### config.mk
export PLATFORM = sky130hd
export DESIGN_NAME = string_similarity_edit_distance
export DESIGN_NICKNAME = d
export VERILOG_FILES = /design/src/sv/sed_pkg.sv /design/src/sv/sed_cell.sv /design/src/sv/string_similarity_edit_distance.sv
export SDC_FILE = /design/constraint.sdc
export NUM_CORES = 2
export LEC_CHECK = 0
export ABC_AREA = 1
export BUFFER_PORTS_ARGS = -buffer_cell sky130_fd_sc_hd__clkbuf_2
export CAP_MARGIN = 20
export CORE_UTILIZATION = 42
export CTS_BUF_LIST = sky130_fd_sc_hd__clkbuf_8
export DETAILED_ROUTE_END_ITERATION = 8
export PLACE_DENSITY_LB_ADDON = 0.15
export SKIP_LAST_GASP = 1
export SLEW_MARGIN = 20
export SYNTH_ARGS = -nofsm -noshare
export SYNTH_HDL_FRONTEND = slang
export SYNTH_SLANG_ARGS = --single-unit
### constraint.sdc
create_clock -name clk -period 4.7 [get_ports clk]
set_input_delay 0.705 -clock clk [delete_from_list [all_inputs] [get_ports clk]]
set_output_delay 0.705 -clock clk [all_outputs]
set_load 0.005 [all_outputs]
### src/sv/sed_pkg.sv
// shared types and codes for the edit distance block
package sed_pkg;

    // width of the reported counts
    localparam int OUT_W = 6;

    // input action codes
    localparam logic [1:0] ACT_CLEAR  = 2'd0;
    localparam logic [1:0] ACT_APPEND = 2'd1;
    localparam logic [1:0] ACT_QUERY  = 2'd2;
    localparam logic [1:0] ACT_END    = 2'd3;

    // control state of the top level
    typedef enum logic
    {
        ST_RUN,
        ST_DRAIN
    } sed_state_t;

    // per-cell control from the top level
    typedef struct packed
    {
        logic restart;
        logic ref_wr;
    } cell_ctl_t;

endpackage

### src/sv/sed_cell.sv
// one cell of the systolic row: holds a reference byte and one row entry
module sed_cell
    import sed_pkg::*;
#(
    parameter int DW  = 6,
    parameter int IDX = 1
)
(
    input  logic          clk,
    input  logic          rst_n,
    input  cell_ctl_t     ctl,
    input  logic [7:0]    wr_char,
    input  logic          left_valid,
    input  logic [7:0]    left_char,
    input  logic [DW-1:0] left_new,
    input  logic [DW-1:0] left_old,
    output logic          right_valid,
    output logic [7:0]    right_char,
    output logic [DW-1:0] right_new,
    output logic [DW-1:0] right_old
);

    logic [7:0]    ref_char_reg;
    logic [DW-1:0] dist_reg;
    logic [DW-1:0] old_reg;
    logic [7:0]    ch_reg;
    logic          v_reg;

    logic          cost;
    logic [DW:0]   cand_up;
    logic [DW:0]   cand_left;
    logic [DW:0]   cand_diag;
    logic [DW:0]   best;
    logic [DW-1:0] dist_next;

    // reference byte, written by the append that targets this cell
    always_ff @(posedge clk)
    begin
        if (ctl.ref_wr)
        begin
            ref_char_reg <= wr_char;
        end
    end

    // min of delete, insert and substitute
    always_comb
    begin
        cost      = (ref_char_reg != left_char);
        cand_up   = {1'b0, dist_reg} + {{DW{1'b0}}, 1'b1};
        cand_left = {1'b0, left_new} + {{DW{1'b0}}, 1'b1};
        cand_diag = {1'b0, left_old} + {{DW{1'b0}}, cost};
        best      = (cand_up < cand_left) ? cand_up : cand_left;
        if (cand_diag < best)
        begin
            best = cand_diag;
        end
        dist_next = best[DW-1:0];
    end

    // row entry and the wavefront handed to the right
    always_ff @(posedge clk or negedge rst_n)
    begin
        if (!rst_n)
        begin
            dist_reg <= DW'(IDX);
            v_reg    <= 1'b0;
        end
        else if (ctl.restart)
        begin
            dist_reg <= DW'(IDX);
            v_reg    <= 1'b0;
        end
        else
        begin
            v_reg <= left_valid;
            if (left_valid)
            begin
                dist_reg <= dist_next;
            end
        end
    end

    // payload of the wavefront
    always_ff @(posedge clk)
    begin
        if (left_valid)
        begin
            old_reg <= dist_reg;
            ch_reg  <= left_char;
        end
    end

    assign right_valid = v_reg;
    assign right_char  = ch_reg;
    assign right_new   = dist_reg;
    assign right_old   = old_reg;

endmodule

### src/sv/string_similarity_edit_distance.sv
// top level: streaming levenshtein distance over a row of systolic cells
//
// usage
//   input channel (in_valid / in_stall) carries one beat per action:
//   clear reference, append reference byte, query byte, end of query.
//   clear, append and query beats are taken one per cycle while the
//   input is not stalled and give no result. query bytes enter a skewed
//   wavefront that walks the row of MAX_LEN cells, one cell per cycle, so
//   a query streams at one byte a cycle. an end-of-query beat stalls the
//   input until the wavefront has left the row and the output register
//   is free. the result beat (similarity, distance, overflow) sits in
//   an output register on the out channel (out_valid / out_stall);
//   while it waits, further clear, append and query beats are still
//   taken. reset empties the reference and the query, clears overflow
//   and drops any result not yet delivered; the reference bytes
//   themselves are undefined until appended.
module string_similarity_edit_distance
    import sed_pkg::*;
#(
    parameter int MAX_LEN = 32
)
(
    input  logic             clk,
    input  logic             rst_n,
    input  logic             in_valid,
    output logic             in_stall,
    input  logic [1:0]       action,
    input  logic [7:0]       char_byte,
    output logic             out_valid,
    input  logic             out_stall,
    output logic [OUT_W-1:0] similarity,
    output logic [OUT_W-1:0] distance,
    output logic             overflow
);

    localparam int LW = $clog2(MAX_LEN + 1);

    sed_state_t state_reg;
    sed_state_t state_next;

    logic [LW-1:0] ref_len_reg;
    logic [LW-1:0] qlen_reg;
    logic          ovf_reg;

    logic          s0_v_reg;
    logic [7:0]    s0_ch_reg;
    logic [LW-1:0] s0_new_reg;
    logic [LW-1:0] s0_old_reg;

    logic             out_v_reg;
    logic [OUT_W-1:0] sim_reg;
    logic [OUT_W-1:0] dist_reg;
    logic             ovf_out_reg;

    logic             acc;
    logic             busy;
    logic             out_free;
    logic             finish;
    logic             restart;
    logic [LW-1:0]    sel_dist;
    logic [LW-1:0]    longer;
    logic [LW-1:0]    sim_val;
    logic [LW+OUT_W-1:0] sim_ext;
    logic [LW+OUT_W-1:0] dist_ext;

    logic [MAX_LEN:0] c_v;
    logic [7:0]       c_ch   [0:MAX_LEN];
    logic [LW-1:0]    c_new  [0:MAX_LEN];
    logic [LW-1:0]    c_old  [0:MAX_LEN];
    logic [LW-1:0]    d_row  [0:MAX_LEN];
    cell_ctl_t        c_ctl  [1:MAX_LEN];

    // handshake and drain status
    assign acc      = in_valid && !in_stall;
    assign busy     = |c_v;
    assign out_free = !out_v_reg || !out_stall;
    assign finish   = (state_reg == ST_DRAIN) && !busy && out_free;
    assign restart  = finish
                    || (acc && ((action == ACT_CLEAR) || (action == ACT_APPEND)));

    // next state
    always_comb
    begin
        state_next = state_reg;
        case (state_reg)
            ST_RUN:
            begin
                if (acc && (action == ACT_END))
                begin
                    state_next = ST_DRAIN;
                end
            end
            ST_DRAIN:
            begin
                if (finish)
                begin
                    state_next = ST_RUN;
                end
            end
            default:
            begin
                state_next = ST_RUN;
            end
        endcase
    end

    // state outputs
    always_comb
    begin
        case (state_reg)
            ST_RUN:   in_stall = 1'b0;
            ST_DRAIN: in_stall = 1'b1;
            default:  in_stall = 1'b1;
        endcase
    end

    always_ff @(posedge clk or negedge rst_n)
    begin
        if (!rst_n)
        begin
            state_reg <= ST_RUN;
        end
        else
        begin
            state_reg <= state_next;
        end
    end

    // lengths and sticky overflow
    always_ff @(posedge clk or negedge rst_n)
    begin
        if (!rst_n)
        begin
            ref_len_reg <= '0;
            qlen_reg    <= '0;
            ovf_reg     <= 1'b0;
        end
        else if (acc && (action == ACT_CLEAR))
        begin
            ref_len_reg <= '0;
            qlen_reg    <= '0;
            ovf_reg     <= 1'b0;
        end
        else if (acc && (action == ACT_APPEND))
        begin
            qlen_reg <= '0;
            if (ref_len_reg == LW'(MAX_LEN))
            begin
                ovf_reg <= 1'b1;
            end
            else
            begin
                ref_len_reg <= ref_len_reg + LW'(1);
            end
        end
        else if (acc && (action == ACT_QUERY))
        begin
            if (qlen_reg == LW'(MAX_LEN))
            begin
                ovf_reg <= 1'b1;
            end
            else
            begin
                qlen_reg <= qlen_reg + LW'(1);
            end
        end
        else if (finish)
        begin
            qlen_reg <= '0;
        end
    end

    // column zero of the row: launches the wavefront
    always_ff @(posedge clk or negedge rst_n)
    begin
        if (!rst_n)
        begin
            s0_v_reg <= 1'b0;
        end
        else
        begin
            s0_v_reg <= acc && (action == ACT_QUERY) && (qlen_reg != LW'(MAX_LEN));
        end
    end

    always_ff @(posedge clk)
    begin
        s0_ch_reg  <= char_byte;
        s0_old_reg <= qlen_reg;
        s0_new_reg <= qlen_reg + LW'(1);
    end

    assign c_v[0]   = s0_v_reg;
    assign c_ch[0]  = s0_ch_reg;
    assign c_new[0] = s0_new_reg;
    assign c_old[0] = s0_old_reg;
    assign d_row[0] = qlen_reg;

    // the row of cells
    for (genvar j = 1; j <= MAX_LEN; j++)
    begin : g_cell
        assign c_ctl[j].restart = restart;
        assign c_ctl[j].ref_wr  = acc && (action == ACT_APPEND)
                                && (ref_len_reg == LW'(j - 1));

        sed_cell #(
            .DW  (LW),
            .IDX (j)
        ) u_cell (
            .clk         (clk),
            .rst_n       (rst_n),
            .ctl         (c_ctl[j]),
            .wr_char     (char_byte),
            .left_valid  (c_v[j-1]),
            .left_char   (c_ch[j-1]),
            .left_new    (c_new[j-1]),
            .left_old    (c_old[j-1]),
            .right_valid (c_v[j]),
            .right_char  (c_ch[j]),
            .right_new   (c_new[j]),
            .right_old   (c_old[j])
        );

        assign d_row[j] = c_new[j];
    end

    // result from the entry at the reference length
    always_comb
    begin
        sel_dist = d_row[ref_len_reg];
        longer   = (qlen_reg > ref_len_reg) ? qlen_reg : ref_len_reg;
        sim_val  = (longer >= sel_dist) ? (longer - sel_dist) : '0;
        sim_ext  = {{OUT_W{1'b0}}, sim_val};
        dist_ext = {{OUT_W{1'b0}}, sel_dist};
    end

    // output register
    always_ff @(posedge clk or negedge rst_n)
    begin
        if (!rst_n)
        begin
            out_v_reg <= 1'b0;
        end
        else if (finish)
        begin
            out_v_reg <= 1'b1;
        end
        else if (!out_stall)
        begin
            out_v_reg <= 1'b0;
        end
    end

    always_ff @(posedge clk)
    begin
        if (finish)
        begin
            sim_reg     <= sim_ext[OUT_W-1:0];
            dist_reg    <= dist_ext[OUT_W-1:0];
            ovf_out_reg <= ovf_reg;
        end
    end

    assign out_valid  = out_v_reg;
    assign similarity = sim_reg;
    assign distance   = dist_reg;
    assign overflow   = ovf_out_reg;

    // a result is only loaded once the row is empty
    a_result_after_drain: assert property (@(posedge clk) disable iff (!rst_n)
        $rose(out_v_reg) |-> $past(state_reg == ST_DRAIN) && $past(!busy))
        else $error("result loaded while wavefront still in flight");

    // lengths stay within the row
    a_len_bound: assert property (@(posedge clk) disable iff (!rst_n)
        (ref_len_reg <= LW'(MAX_LEN)) && (qlen_reg <= LW'(MAX_LEN)))
        else $error("length counter beyond row size");

    // no new query byte enters while draining
    a_no_launch_in_drain: assert property (@(posedge clk) disable iff (!rst_n)
        $past(state_reg == ST_DRAIN) |-> !s0_v_reg)
        else $error("wavefront launched during drain");

    // a pending result is never overwritten before it is taken
    a_out_hold: assert property (@(posedge clk) disable iff (!rst_n)
        (out_v_reg && out_stall) |=> out_v_reg && $stable(dist_reg))
        else $error("pending result lost");

endmodule

==> metrics.md <==
| Metric | Value |
|---|---|
| Status | finished clean |
| RR Endpoint | g_cell[8].u_cell.right_new[2]$_DFFE_PN0P_ |
| Worst-Margin Slew | 1.121 ns |
| Post-synth top area share | a little under two fifths |
| Clk root buf | clkbuf_8 |
| Cell Area, Synth | between 50000 and 60000 um2 |
| Layout area overhead | 10.86% |
| Predominant post-synthesis flop cell | edfxtp_1 |
| Clock Latency Late Sink | between 0.8 and 0.9 ns |
| Placed cell count | between 7000 and 8000 |
| Number of flip-flops in the largest register | 256 |
| Setup TNS | 0 ns |
| Final min period | approximately 4.3 ns |
| Worst Setup SP | g_cell[8].u_cell.right_new[2]$_DFFE_PN0P_ |
| Worst Slack Setup Final | roughly 0.44 ns |
| RR Startpoint | g_cell[8].u_cell.right_new[2]$_DFFE_PN0P_ |
| Core ar. | approximately 130000 um2 |
| DRT iter0 DRCs | around 3400 |
| Register bit total from synthesis | 963 |
| Yosys warning total | 0 |
| Worst path max stage delay | between 0.5 and 0.6 ns |
| Slowest cell on crit path | a211oi_1 |
| Final Util | a little under half |
| Rows | 133 |
| H-Tree Depth | 4 |
| Max Cap Viol | 0 |
| WL met3 | about 8500 um |
| GPL Wtd Cong | between 0.9 and 1 |
| Post-Syn Nets | around 6500 |
| Die width | approximately 370 um |
| Antenna Nets Post-Route | 0 |
| CP Cell Sequence | nand3_1 -> nand3b_1 -> xor2_1 -> inv_1 -> ha_1 -> a21o_1 -> a21oi_1 -> o21ai_0 -> inv_1 -> nand2_1 -> o21ai_0 -> ha_1 -> a21oi_1 -> nor2_1 -> a211oi_1 -> nand2_2 -> nand2_1 -> nand2_1 -> o21ai_1 |
| Initial antenna violation count | 16 |
| Gr ovfl total | 0 |
| Cts bufs inserted | approximately 170 |
| Clock Path Buffers | 3 |
| Cells on worst reg2reg path | 19 |
| Vias | 42253 |
| Finished Layout Cells | 8140 |
| Crit path capture type | register |
| Worst min-delay path class | input port to register |
| Worst Setup EP | g_cell[8].u_cell.right_new[2]$_DFFE_PN0P_ |
| First-pass DRT Iterations | 8 |
| CTS tree | done |
| Area after DPL | between 50000 and 60000 um2 |
| Met1 wire length | 67470 um |
| Global-route wire length before repair | about 230000 um |
| Detailed Route WL | around 150000 um |
| Io pins | 29 |
| Ranking of synthesized cells by area | edfxtp_1 (38%), ha_1 (9.4%), nand2_1 (8.6%), dfrtp_1 (7.1%), xor2_1 (4.7%) |
| Final hold vios | 0 |
| Starting Density | 42.47% |
| Crit-path most repeated cell | nand2_1 |
| DR DRC count | 0 |
| Postcts setup bufs | 0 |
| Leakage power | 0.02713 uW |
| Setup repair after global routing missed its margin | no |
| Worst slew margin | 25.30% |
| Reg clk slew, reported paths | around 0.06 ns |
| Post-synth top cells | nand2_1 (1278), edfxtp_1 (703), inv_1 (578) |
| PD cells | ~440 nW/um2 |
| Largest net degree at the start of global routing | 80 |
| Fillcell total | 12577 |
| Syn avg cell area | 9.250 um2 |
| CTS sink count | just under 1000 |
| Nets@finish | roughly 6700 |
| Max-slew violations | 0 |
| Pre-CTS setup slack | ~0.42 ns |
| # setup viols final | 0 |
| Vias in the first global route | a little over 40000 |
| CP Max Fanout | 13 |
| Distinct cell type count after synthesis | 56 |
| Maximum vdd drop | between 0.0003 and 0.0004 V |
| Critical Path Source Type | register |
| Finished Cell Area | between 60000 and 70000 um2 |
| Total track usage | around 22% |
| R2R Setup Slk | 0.44 ns |
| Crit path kind | register to register |
| # port buffers | 28 |
| Drt wl/cell | around 18 um |
| Max Used Layer | met5 |
| Mapped Cells | approximately 6100 |
| Period utilisation layout | approximately nine tenths |
| Max Fclk | ~230 MHz |
| Detailed Place HPWL | 111300 um |
| Die area | around 130000 um2 |
| Met2 wire length | around 69000 um |
| Worst Path Arrival | roughly 5.0 ns |
| Most common cell in the netlist | nand2_1 |
| Worst Clk Skew | 0.04634 ns |
| EDFF count, synth | roughly 700 |
| Chip height | about 370 um |
| Sequential area share after synthesis | between 40% and 50% |
| Layout cell share with drive strength beyond 1 | under 10% |
| Asr flop ratio synth | 24.92% |
| Dominant cell type by area after synthesis | edfxtp_1 |
| Vias per cell | slightly above 5 |
| Crit path required time | roughly 5.5 ns |
critical path, delay by kind of cell, from the launching register on:
family	cells	cell delay, ns
XOR/XNOR	1	0.25
adder cells (fa/ha/maj)	2	0.64
flip-flops	1	0.49
AND/OR/NAND/NOR	7	1.06
AO/OA/AOI/OAI	7	1.58
buffers and inverters	2	0.17
power by group:
part / total [uW] / switching, uW / internal, uW
sequential: 9860 / 407 / 9460
clock: 7770 / 3600 / 4170
combinational: 9870 / 6690 / 3180
total: 27500 / 10700 / 16800
cells in the final DEF, fill, tap and decap left out, drive strengths merged, types with 220 or more instances in the layout:
cell	instances
xor2	299
edfxtp	703
xnor2	220
nand2	1320
ha	419
nor2	567
inv	645
a21oi	292
nand3	462
o21ai	442
worst min-delay path by stage:
stage	slack, ns	end	startpoint	cells past startpoint
final	0.19	state_reg$_DFF_PN0_	action[0]	2
after global routing	0.13	state_reg$_DFF_PN0_	action[0]	2
after CTS	0.10	state_reg$_DFF_PN0_	action[0]	2
after detailed placement	0.42	s0_old_reg[5]$_DFF_P_	qlen_reg[5]$_DFFE_PN0P_	0
after global placement	0.42	s0_old_reg[5]$_DFF_P_	qlen_reg[5]$_DFFE_PN0P_	0
after floorplan	0.37	s0_old_reg[5]$_DFF_P_	qlen_reg[5]$_DFFE_PN0P_	0
kinds of logic (layout without fill, tap and decap cells):
| group | after synthesis | count (layout) | share of synthesized area (%) |
|---|---|---|---|
| AOI/OAI and AO/OA | 838 | 838 | 8.002 |
| xor gates and xnor gates | 519 | 519 | 8.133 |
| adders and majority gates | 420 | 420 | 9.401 |
| buffers and inverters | 694 | 1022 | 4.839 |
| DFF | 963 | 963 | 49.34 |
| other | 0 | 5 | 0 |
| and+or+nand+nor | 2618 | 2618 | 20.29 |
stage by stage:
stage / power, uW / hold slack [ns]
3_3_place_gp: 19630 / 0.4231
3_5_place_dp: 19750 / 0.4248
5_1_grt: 29340 / 0.1291
2_1_floorplan: 16610 / 0.3710
6_report: 27510 / 0.1890
4_1_cts: 27600 / 0.1039
layout make-up:
type	count	area (um2)	area share [%]
diodes	5	12.51	0.02016
clock buffers	182	2505	4.036
clock inverters	127	829.5	1.337
inverters	586	2201	3.546
multi-input cells	4395	25670	41.37
flip-flops and latches	963	27620	44.51
well taps	1755	2196	3.538
repair buffers	127	1021	1.645
what timing repair did:
item	CTS	global route
setup endpoints to repair	0	9
gates resized for setup	0	2
hold buffers	1	0
endpoints found under the hold margin	30	0
per-layer routing:
layer  track usage, %  vias up
met1            30.03    19984
li1                 -    21033
met2            36.16      989
met5                0        -
met3            3.693      233
met4            6.603       14
No activity file was read; power rests on OpenSTA's default activity.
